## src/design/shabs_pkg.sv

```systemverilog
// Shared types and constants for the SHA-256 byte stream hasher.
`timescale 1ns / 1ps

package shabs_pkg;

    typedef logic [31:0] word_t;

    // Per-cycle commands from the sequencer to the datapath.
    typedef struct packed {
        logic load;   // shift one byte into the block window
        logic round;  // run one compression round
        logic add;    // fold working variables into the hash
        logic init;   // restore the initial hash values
    } ctl_t;

    localparam int BLOCK_BYTES = 64;
    localparam int ROUNDS      = 64;
    localparam int HASH_WORDS  = 8;
    localparam int LEN_START   = 56;   // first byte of the length field
    localparam logic [7:0] PAD_BYTE = 8'h80;

    localparam word_t H_INIT [HASH_WORDS] = '{
        32'h6a09e667, 32'hbb67ae85, 32'h3c6ef372, 32'ha54ff53a,
        32'h510e527f, 32'h9b05688c, 32'h1f83d9ab, 32'h5be0cd19
    };

    localparam word_t ROUND_K [ROUNDS] = '{
        32'h428a2f98, 32'h71374491, 32'hb5c0fbcf, 32'he9b5dba5,
        32'h3956c25b, 32'h59f111f1, 32'h923f82a4, 32'hab1c5ed5,
        32'hd807aa98, 32'h12835b01, 32'h243185be, 32'h550c7dc3,
        32'h72be5d74, 32'h80deb1fe, 32'h9bdc06a7, 32'hc19bf174,
        32'he49b69c1, 32'hefbe4786, 32'h0fc19dc6, 32'h240ca1cc,
        32'h2de92c6f, 32'h4a7484aa, 32'h5cb0a9dc, 32'h76f988da,
        32'h983e5152, 32'ha831c66d, 32'hb00327c8, 32'hbf597fc7,
        32'hc6e00bf3, 32'hd5a79147, 32'h06ca6351, 32'h14292967,
        32'h27b70a85, 32'h2e1b2138, 32'h4d2c6dfc, 32'h53380d13,
        32'h650a7354, 32'h766a0abb, 32'h81c2c92e, 32'h92722c85,
        32'ha2bfe8a1, 32'ha81a664b, 32'hc24b8b70, 32'hc76c51a3,
        32'hd192e819, 32'hd6990624, 32'hf40e3585, 32'h106aa070,
        32'h19a4c116, 32'h1e376c08, 32'h2748774c, 32'h34b0bcb5,
        32'h391c0cb3, 32'h4ed8aa4a, 32'h5b9cca4f, 32'h682e6ff3,
        32'h748f82ee, 32'h78a5636f, 32'h84c87814, 32'h8cc70208,
        32'h90befffa, 32'ha4506ceb, 32'hbef9a3f7, 32'hc67178f2
    };

    function automatic word_t big_sigma0(input word_t x);
        return {x[1:0], x[31:2]} ^ {x[12:0], x[31:13]} ^ {x[21:0], x[31:22]};
    endfunction

    function automatic word_t big_sigma1(input word_t x);
        return {x[5:0], x[31:6]} ^ {x[10:0], x[31:11]} ^ {x[24:0], x[31:25]};
    endfunction

    function automatic word_t small_sigma0(input word_t x);
        return {x[6:0], x[31:7]} ^ {x[17:0], x[31:18]} ^ {3'b000, x[31:3]};
    endfunction

    function automatic word_t small_sigma1(input word_t x);
        return {x[16:0], x[31:17]} ^ {x[18:0], x[31:19]} ^ {10'b0, x[31:10]};
    endfunction

endpackage

```

## src/design/shabs_sched.sv

```systemverilog
// Block window: byte shift-in buffer that doubles as the message schedule.
`timescale 1ns / 1ps

module shabs_sched
(
    input  logic              clk,
    input  shabs_pkg::ctl_t   ctl,
    input  logic [7:0]        load_byte,
    output shabs_pkg::word_t  w_cur
);

    // Word i of the window sits at bits [511-32*i -: 32]; word 0 is oldest.
    logic [511:0] win_reg;
    logic [511:0] win_next;
    shabs_pkg::word_t w1;
    shabs_pkg::word_t w9;
    shabs_pkg::word_t w14;
    shabs_pkg::word_t w_new;

    assign w_cur = win_reg[511:480];
    assign w1    = win_reg[479:448];
    assign w9    = win_reg[223:192];
    assign w14   = win_reg[63:32];

    assign w_new = shabs_pkg::small_sigma1(w14) + w9 + shabs_pkg::small_sigma0(w1) + w_cur;

    always_comb
    begin
        win_next = win_reg;
        if (ctl.load)
        begin
            win_next = {win_reg[503:0], load_byte};
        end
        else if (ctl.round)
        begin
            win_next = {win_reg[479:0], w_new};
        end
    end

    always_ff @(posedge clk)
    begin
        win_reg <= win_next;
    end

endmodule

```

## src/design/shabs_round.sv

```systemverilog
// Shared round unit: working variables, one round per cycle, hash words.
`timescale 1ns / 1ps

module shabs_round
(
    input  logic              clk,
    input  logic              rst_n,
    input  shabs_pkg::ctl_t   ctl,
    input  logic [5:0]        rnd,
    input  shabs_pkg::word_t  w_cur,
    input  logic [2:0]        rd_idx,
    output shabs_pkg::word_t  digest
);

    shabs_pkg::word_t h_reg [shabs_pkg::HASH_WORDS];
    shabs_pkg::word_t h_next [shabs_pkg::HASH_WORDS];
    shabs_pkg::word_t v_reg [shabs_pkg::HASH_WORDS];
    shabs_pkg::word_t v_next [shabs_pkg::HASH_WORDS];
    shabs_pkg::word_t t1;
    shabs_pkg::word_t t2;
    shabs_pkg::word_t ch;
    shabs_pkg::word_t maj;

    assign ch  = (v_reg[4] & v_reg[5]) ^ (~v_reg[4] & v_reg[6]);
    assign maj = (v_reg[0] & v_reg[1]) ^ (v_reg[0] & v_reg[2]) ^ (v_reg[1] & v_reg[2]);
    assign t1  = v_reg[7] + shabs_pkg::big_sigma1(v_reg[4]) + ch
               + shabs_pkg::ROUND_K[rnd] + w_cur;
    assign t2  = shabs_pkg::big_sigma0(v_reg[0]) + maj;

    assign digest = h_reg[rd_idx];

    always_comb
    begin
        h_next = h_reg;
        v_next = v_reg;
        if (ctl.init)
        begin
            h_next = shabs_pkg::H_INIT;
            v_next = shabs_pkg::H_INIT;
        end
        else if (ctl.add)
        begin
            for (int i = 0; i < shabs_pkg::HASH_WORDS; i++)
            begin
                h_next[i] = h_reg[i] + v_reg[i];
                v_next[i] = h_reg[i] + v_reg[i];
            end
        end
        else if (ctl.round)
        begin
            v_next[7] = v_reg[6];
            v_next[6] = v_reg[5];
            v_next[5] = v_reg[4];
            v_next[4] = v_reg[3] + t1;
            v_next[3] = v_reg[2];
            v_next[2] = v_reg[1];
            v_next[1] = v_reg[0];
            v_next[0] = t1 + t2;
        end
    end

    // Working variables mirror the hash between blocks, so a block starts
    // its rounds without first loading them from the hash.
    always_ff @(posedge clk or negedge rst_n)
    begin
        if (!rst_n)
        begin
            h_reg <= shabs_pkg::H_INIT;
            v_reg <= shabs_pkg::H_INIT;
        end
        else
        begin
            h_reg <= h_next;
            v_reg <= v_next;
        end
    end

endmodule

```

## src/design/sha256_byte_stream_hasher.sv

```systemverilog
// Top level of the SHA-256 byte stream hasher: handshake, sequencer, counters.
`timescale 1ns / 1ps

// SHA-256 over a byte stream. Each input word carries at most one message
// byte (tuser[0] set) and may close the message (tlast). Plain bytes are
// taken back to back; every 64th byte of a message starts a compression (64
// rounds through the single round unit, then one hash update), during which
// no bytes are taken. Closing a message pads in the same byte window at one
// pad byte per cycle, paused while a full window is compressed, runs one or
// two more compressions, and then presents the digest as eight 32-bit words,
// word 0 first, each word holding four digest bytes in big-endian order;
// tlast flags word 7. s_axis_tready is low during a compression, and from the
// closing word until the last digest word is taken. The length counter wraps
// at 2^61 bytes.
module sha256_byte_stream_hasher
(
    input  logic        clk,
    input  logic        rst_n,
    input  logic        s_axis_tvalid,
    output logic        s_axis_tready,
    input  logic [7:0]  s_axis_tdata,   // [7:0] data_byte
    input  logic        s_axis_tuser,   // [0] byte_present
    input  logic        s_axis_tlast,   // message_end
    output logic        m_axis_tvalid,
    input  logic        m_axis_tready,
    output logic [31:0] m_axis_tdata,   // [31:0] digest_word
    output logic [2:0]  m_axis_tuser,   // [2:0] word_index
    output logic        m_axis_tlast    // last_word
);

    localparam logic [2:0] ST_IDLE  = 3'd0;
    localparam logic [2:0] ST_ROUND = 3'd1;
    localparam logic [2:0] ST_ADD   = 3'd2;
    localparam logic [2:0] ST_PAD   = 3'd3;
    localparam logic [2:0] ST_OUT   = 3'd4;

    logic [2:0]  state_reg, state_next;
    logic [5:0]  cnt_reg, cnt_next;          // bytes in the window
    logic [60:0] msg_cnt_reg, msg_cnt_next;  // message length in bytes
    logic [5:0]  rnd_reg, rnd_next;
    logic [2:0]  idx_reg, idx_next;
    logic        pad_reg, pad_next;          // message is being closed
    logic        sent80_reg, sent80_next;    // 0x80 marker already written
    logic        lenblk_reg, lenblk_next;    // this window takes the length

    shabs_pkg::ctl_t  ctl;
    shabs_pkg::word_t w_cur;
    shabs_pkg::word_t digest;
    logic [7:0]       load_byte;
    logic [7:0]       pad_byte;
    logic [63:0]      len_bits;
    logic [2:0]       len_sel;
    logic             in_fire;
    logic             out_fire;

    assign s_axis_tready = (state_reg == ST_IDLE);
    assign in_fire       = s_axis_tvalid && s_axis_tready;
    assign m_axis_tvalid = (state_reg == ST_OUT);
    assign out_fire      = m_axis_tvalid && m_axis_tready;
    assign m_axis_tdata  = digest;
    assign m_axis_tuser  = idx_reg;
    assign m_axis_tlast  = (idx_reg == 3'd7);

    // Length field: byte j of the 64-bit big-endian bit count at 56 + j.
    assign len_bits = {msg_cnt_reg, 3'b000};
    assign len_sel  = ~cnt_reg[2:0];

    always_comb
    begin
        if (!sent80_reg)
        begin
            pad_byte = shabs_pkg::PAD_BYTE;
        end
        else if (lenblk_reg && (cnt_reg >= 6'(shabs_pkg::LEN_START)))
        begin
            pad_byte = len_bits[{len_sel, 3'b000} +: 8];
        end
        else
        begin
            pad_byte = 8'h00;
        end
    end

    assign load_byte = (state_reg == ST_PAD) ? pad_byte : s_axis_tdata;

    always_comb
    begin
        state_next   = state_reg;
        cnt_next     = cnt_reg;
        msg_cnt_next = msg_cnt_reg;
        rnd_next     = rnd_reg;
        idx_next     = idx_reg;
        pad_next     = pad_reg;
        sent80_next  = sent80_reg;
        lenblk_next  = lenblk_reg;
        ctl          = '0;

        unique case (state_reg)
            ST_IDLE:
            begin
                if (in_fire)
                begin
                    pad_next = s_axis_tlast;
                    if (s_axis_tuser)
                    begin
                        ctl.load     = 1'b1;
                        cnt_next     = cnt_reg + 6'd1;
                        msg_cnt_next = msg_cnt_reg + 61'd1;
                    end
                    if (s_axis_tuser && (cnt_reg == 6'(shabs_pkg::BLOCK_BYTES - 1)))
                    begin
                        rnd_next   = '0;
                        state_next = ST_ROUND;
                    end
                    else if (s_axis_tlast)
                    begin
                        state_next = ST_PAD;
                    end
                end
            end

            ST_PAD:
            begin
                ctl.load    = 1'b1;
                cnt_next    = cnt_reg + 6'd1;
                sent80_next = 1'b1;
                if (!sent80_reg)
                begin
                    // marker and length share a window only below the length field
                    lenblk_next = (cnt_reg < 6'(shabs_pkg::LEN_START));
                end
                if (cnt_reg == 6'(shabs_pkg::BLOCK_BYTES - 1))
                begin
                    rnd_next   = '0;
                    state_next = ST_ROUND;
                end
            end

            ST_ROUND:
            begin
                ctl.round = 1'b1;
                rnd_next  = rnd_reg + 6'd1;
                if (rnd_reg == 6'(shabs_pkg::ROUNDS - 1))
                begin
                    state_next = ST_ADD;
                end
            end

            ST_ADD:
            begin
                ctl.add = 1'b1;
                if (pad_reg && sent80_reg && lenblk_reg)
                begin
                    idx_next   = '0;
                    state_next = ST_OUT;
                end
                else if (pad_reg)
                begin
                    // if the marker went into the previous window, this one holds
                    // zeros and the length
                    if (sent80_reg)
                    begin
                        lenblk_next = 1'b1;
                    end
                    state_next = ST_PAD;
                end
                else
                begin
                    state_next = ST_IDLE;
                end
            end

            ST_OUT:
            begin
                if (out_fire)
                begin
                    idx_next = idx_reg + 3'd1;
                    if (idx_reg == 3'd7)
                    begin
                        ctl.init     = 1'b1;
                        cnt_next     = '0;
                        msg_cnt_next = '0;
                        pad_next     = 1'b0;
                        sent80_next  = 1'b0;
                        lenblk_next  = 1'b0;
                        state_next   = ST_IDLE;
                    end
                end
            end

            default:
            begin
                state_next = ST_IDLE;
            end
        endcase
    end

    always_ff @(posedge clk or negedge rst_n)
    begin
        if (!rst_n)
        begin
            state_reg   <= ST_IDLE;
            cnt_reg     <= '0;
            msg_cnt_reg <= '0;
            rnd_reg     <= '0;
            idx_reg     <= '0;
            pad_reg     <= 1'b0;
            sent80_reg  <= 1'b0;
            lenblk_reg  <= 1'b0;
        end
        else
        begin
            state_reg   <= state_next;
            cnt_reg     <= cnt_next;
            msg_cnt_reg <= msg_cnt_next;
            rnd_reg     <= rnd_next;
            idx_reg     <= idx_next;
            pad_reg     <= pad_next;
            sent80_reg  <= sent80_next;
            lenblk_reg  <= lenblk_next;
        end
    end

    shabs_sched u_sched
    (
        .clk       (clk),
        .ctl       (ctl),
        .load_byte (load_byte),
        .w_cur     (w_cur)
    );

    shabs_round u_round
    (
        .clk    (clk),
        .rst_n  (rst_n),
        .ctl    (ctl),
        .rnd    (rnd_reg),
        .w_cur  (w_cur),
        .rd_idx (idx_reg),
        .digest (digest)
    );

endmodule

```

## config.mk

```make
export PLATFORM = sky130hd
export DESIGN_NAME = sha256_byte_stream_hasher
export DESIGN_NICKNAME = d
export VERILOG_FILES = /design/src/design/shabs_pkg.sv /design/src/design/shabs_sched.sv /design/src/design/shabs_round.sv /design/src/design/sha256_byte_stream_hasher.sv
export SDC_FILE = /design/constraint.sdc
export NUM_CORES = 2
export LEC_CHECK = 0
export BUFFER_PORTS_ARGS = -buffer_cell sky130_fd_sc_hd__buf_4
export CAP_MARGIN = 5
export CORE_MARGIN = 2
export CORE_UTILIZATION = 59
export CTS_CLUSTER_DIAMETER = 60
export DETAILED_ROUTE_END_ITERATION = 10
export GPL_TIMING_DRIVEN = 1
export PLACE_DENSITY = 0.75
export SLEW_MARGIN = 20
export SYNTH_ARGS = -nofsm -noshare
export SYNTH_HDL_FRONTEND = slang
export SYNTH_SLANG_ARGS = --single-unit
```

## constraint.sdc

```tcl
create_clock -name clk -period 14.15 [get_ports clk]
set_input_delay 1.415 -clock clk [delete_from_list [all_inputs] [get_ports clk]]
set_output_delay 1.415 -clock clk [all_outputs]
set_load 0.05 [all_outputs]
```

==> flow_summary.ini <==
[outcome]
outcome = completed

[global_routing]
grt_pass1_wl_mm = 383
grt_max_degree = 234
antenna_found_initial = 5
globalRouteOverflowTotal = 0
grt_usage_pct = 38.0
grt_pass1_vias = 61500

[cells_and_area]
syn_to_final_growth_pct = 7.68
final_nets = 8990
diodes = 0
drive_gt1_share_pct = 9.61
largest_reg_flops = 512

[floorplanning]
num_rows = 132
core_um2 = 129000
dieWidth_um = 365
dieArea_um2 = 133000
ios = 52
initial_utilization_pct = 59.4
die_h_um = 365

[drt]
post_drt_wl_per_cell_um = 24.8
route.vias.total = 64400
dr.first_iter.drc_count = 7079
firstDrtPassIters = 9
via_per_inst = 6.30
ant_nets = 0
routed_wl_mm = 254
remaining_drc_errors = 0

[clocking]
cts_made_buffers = 135
cts_tree = done
clockBufferDepth = 3
clock_sinks = 1106
cts_max_level = 4
insertion_delay_ps = 800
post_cts_resized = 0
ctsHoldBuffers = 0
clk_pin_slew_ps = 60
cts_setup_buffers = 0
cts_root_buffer = clkbuf_16

[sta]
post-route-min-period_ps = 11190
slew_violations = 0
hold_viol = 0
min_period_over_period_pct = 79.1
fmax_mhz = 89.3
setup_tns_ps = 0
tightest_slew_ps = 1160
layout_setup_ws_ps = 2960
rsz0062_at_grt = false
max-slew-margin-rel_pct = 23.0
fin_skew_ps = 34.9
setup_violations = 0

[yosys]
synth.distinct_cells = 102
synthCells = 8644
synth_area_per_cell_um2 = 8.89
synth_top_area_share_pct = 20.0
synth-async-reset-ratio_pct = 53.7
yosys_register_bits = 1106
ys_top_cells_by_area = edfxtp_1 (20%), nand2_1 (12%), dfrtp_1 (10%)
synth-seq-area-share_pct = 39.8
ys.warnings.count = 0
synth-edff-count = 512
synth_nets = 9248
syn_area_um2 = 76900
synth_ff_type = edfxtp_1
synth_top_area_cell = edfxtp_1

[placement]
place.gp.congestion = 1.04
hpwl_mm = 184
port_buffers = 51
post-place-ws_ps = 3280

[worst_setup_path]
max_stage_delay_ps = 910
cp_max_fo = 20
required_ps = 14870
cp.arrival_ps = 11910
critical_path.startpoint_type = flop
end_kind = flop
path_class = flop to flop
slowest_stage = dfrtp_1

[hold_path]
hold_path.class = flop to flop

[flow_run]
maxCapViolations = 0
==> cells in the mapped netlist (47+ instances only) <==
library cell	number
a21oi_1	604
mux2i_1	47
xor2_1	174
o21a_1	65
nand3_1	146
mux4_2	82
or3_1	55
a31oi_1	96
buf_1	61
mux2_2	60
and3_1	94
nand2_1	2360
nor3_1	71
nand2b_1	69
fa_1	195
o21ai_0	466
edfxtp_1	512
inv_1	282
dfrtp_1	322
a21o_1	186
dfstp_2	272
o211ai_1	59
nor2_1	492
clkbuf_1	453
xnor2_1	439
ha_1	395
==> layout by cell type, fill, tap and decap left out, types with 71 or more instances in the layout <==
| cell type | count |
|---|---|
| clkbuf_16 | 135 |
| edfxtp_1 | 512 |
| nand2_1 | 2358 |
| nand3_1 | 145 |
| mux4_2 | 82 |
| ha_1 | 395 |
| and3_1 | 93 |
| xnor2_1 | 439 |
| dfstp_2 | 272 |
| fa_1 | 195 |
| buf_4 | 113 |
| a21oi_1 | 603 |
| nor2_1 | 489 |
| a21o_1 | 185 |
| o21ai_0 | 466 |
| xor2_1 | 174 |
| a31oi_1 | 96 |
| nor3_1 | 71 |
| dfrtp_1 | 316 |
| inv_1 | 282 |
==> layout make-up <==
cell class                 instances  area [µm²]
tap                             1742        2180
multi-input combinational       6738       43400
clock inverter                    66         856
timing repair buffer             122        1010
fill                           11000       46700
sequential                      1106       30600
inverter                         283        1060
clock buffer                     180        3690
==> routing by layer <==
| metal | GRT usage [%] | wire length, µm | vias up |
|---|---|---|---|
| met5 | 0 | 13 | - |
| met4 | 17.4 | 13100 | 2 |
| met3 | 7.79 | 22500 | 603 |
| met2 | 58.5 | 114000 | 2911 |
| met1 | 51.8 | 104000 | 31600 |
| li1 | - | - | 29300 |
==> logic make-up (layout without fill, tap and decap cells) <==
| family | count (synthesis) | count (layout) | synth area share, % |
|---|---|---|---|
| AO/OA/AOI/OAI | 1868 | 1868 | 15.0 |
| flip-flops | 1106 | 1106 | 39.8 |
| AND/OR/NAND/NOR | 3457 | 3457 | 18.7 |
| multiplexers | 189 | 189 | 3.89 |
| XOR/XNOR | 613 | 613 | 6.98 |
| adder cells (fa/ha/maj) | 611 | 611 | 11.8 |
| buffers and inverters | 800 | 651 | 3.92 |
==> per-stage QoR <==
step | area, µm² | std cells | util [%] | hold slack (ps)
2_1_floorplan | 76900 | 8644 | - | 447
3_3_place_gp | 78200 | 9991 | 60.4 | 457
3_5_place_dp | 78200 | 9991 | 60.4 | 463
4_1_cts | 82800 | 10200 | 63.9 | 472
5_1_grt | 82800 | 10200 | 63.9 | 482
6_report | 82800 | 10200 | 63.9 | 471
==> worst max-delay path: cells and delay by family, from the launching register on <==
kind,cells,cell delay [ps]
AO/OA/AOI/OAI,16,4220
adder cells (fa/ha/maj),7,3240
AND/OR/NAND/NOR,9,1860
flip-flops,1,910
buffers and inverters,4,630
XOR/XNOR,2,240
==> path summary, 6_finish.rpt <==
path / startpoint / slack [ps] / cells after the start / end
worst max-delay path: rnd_reg[1]$_DFFE_PN0P_ / 2960 / 38 / u_round.v_reg[253]$_DFFE_PN1P_
worst min-delay path: u_round.h_reg[67]$_DFFE_PN1P_ / 470 / 2 / u_round.h_reg[67]$_DFFE_PN1P_
worst max register to register: rnd_reg[1]$_DFFE_PN0P_ / 2960 / 38 / u_round.v_reg[253]$_DFFE_PN1P_
worst min register to register: u_round.h_reg[67]$_DFFE_PN1P_ / 470 / 2 / u_round.h_reg[67]$_DFFE_PN1P_
max in group asynchronous: rst_n / 11080 / 3 / u_round.v_reg[93]$_DFFE_PN0P_
min in group asynchronous: rst_n / 660 / 1 / u_round.h_reg[215]$_DFFE_PN0P_
Power is not shown: default switching activity piles up to over one toggle a cycle in this logic, so the estimate is an artifact.
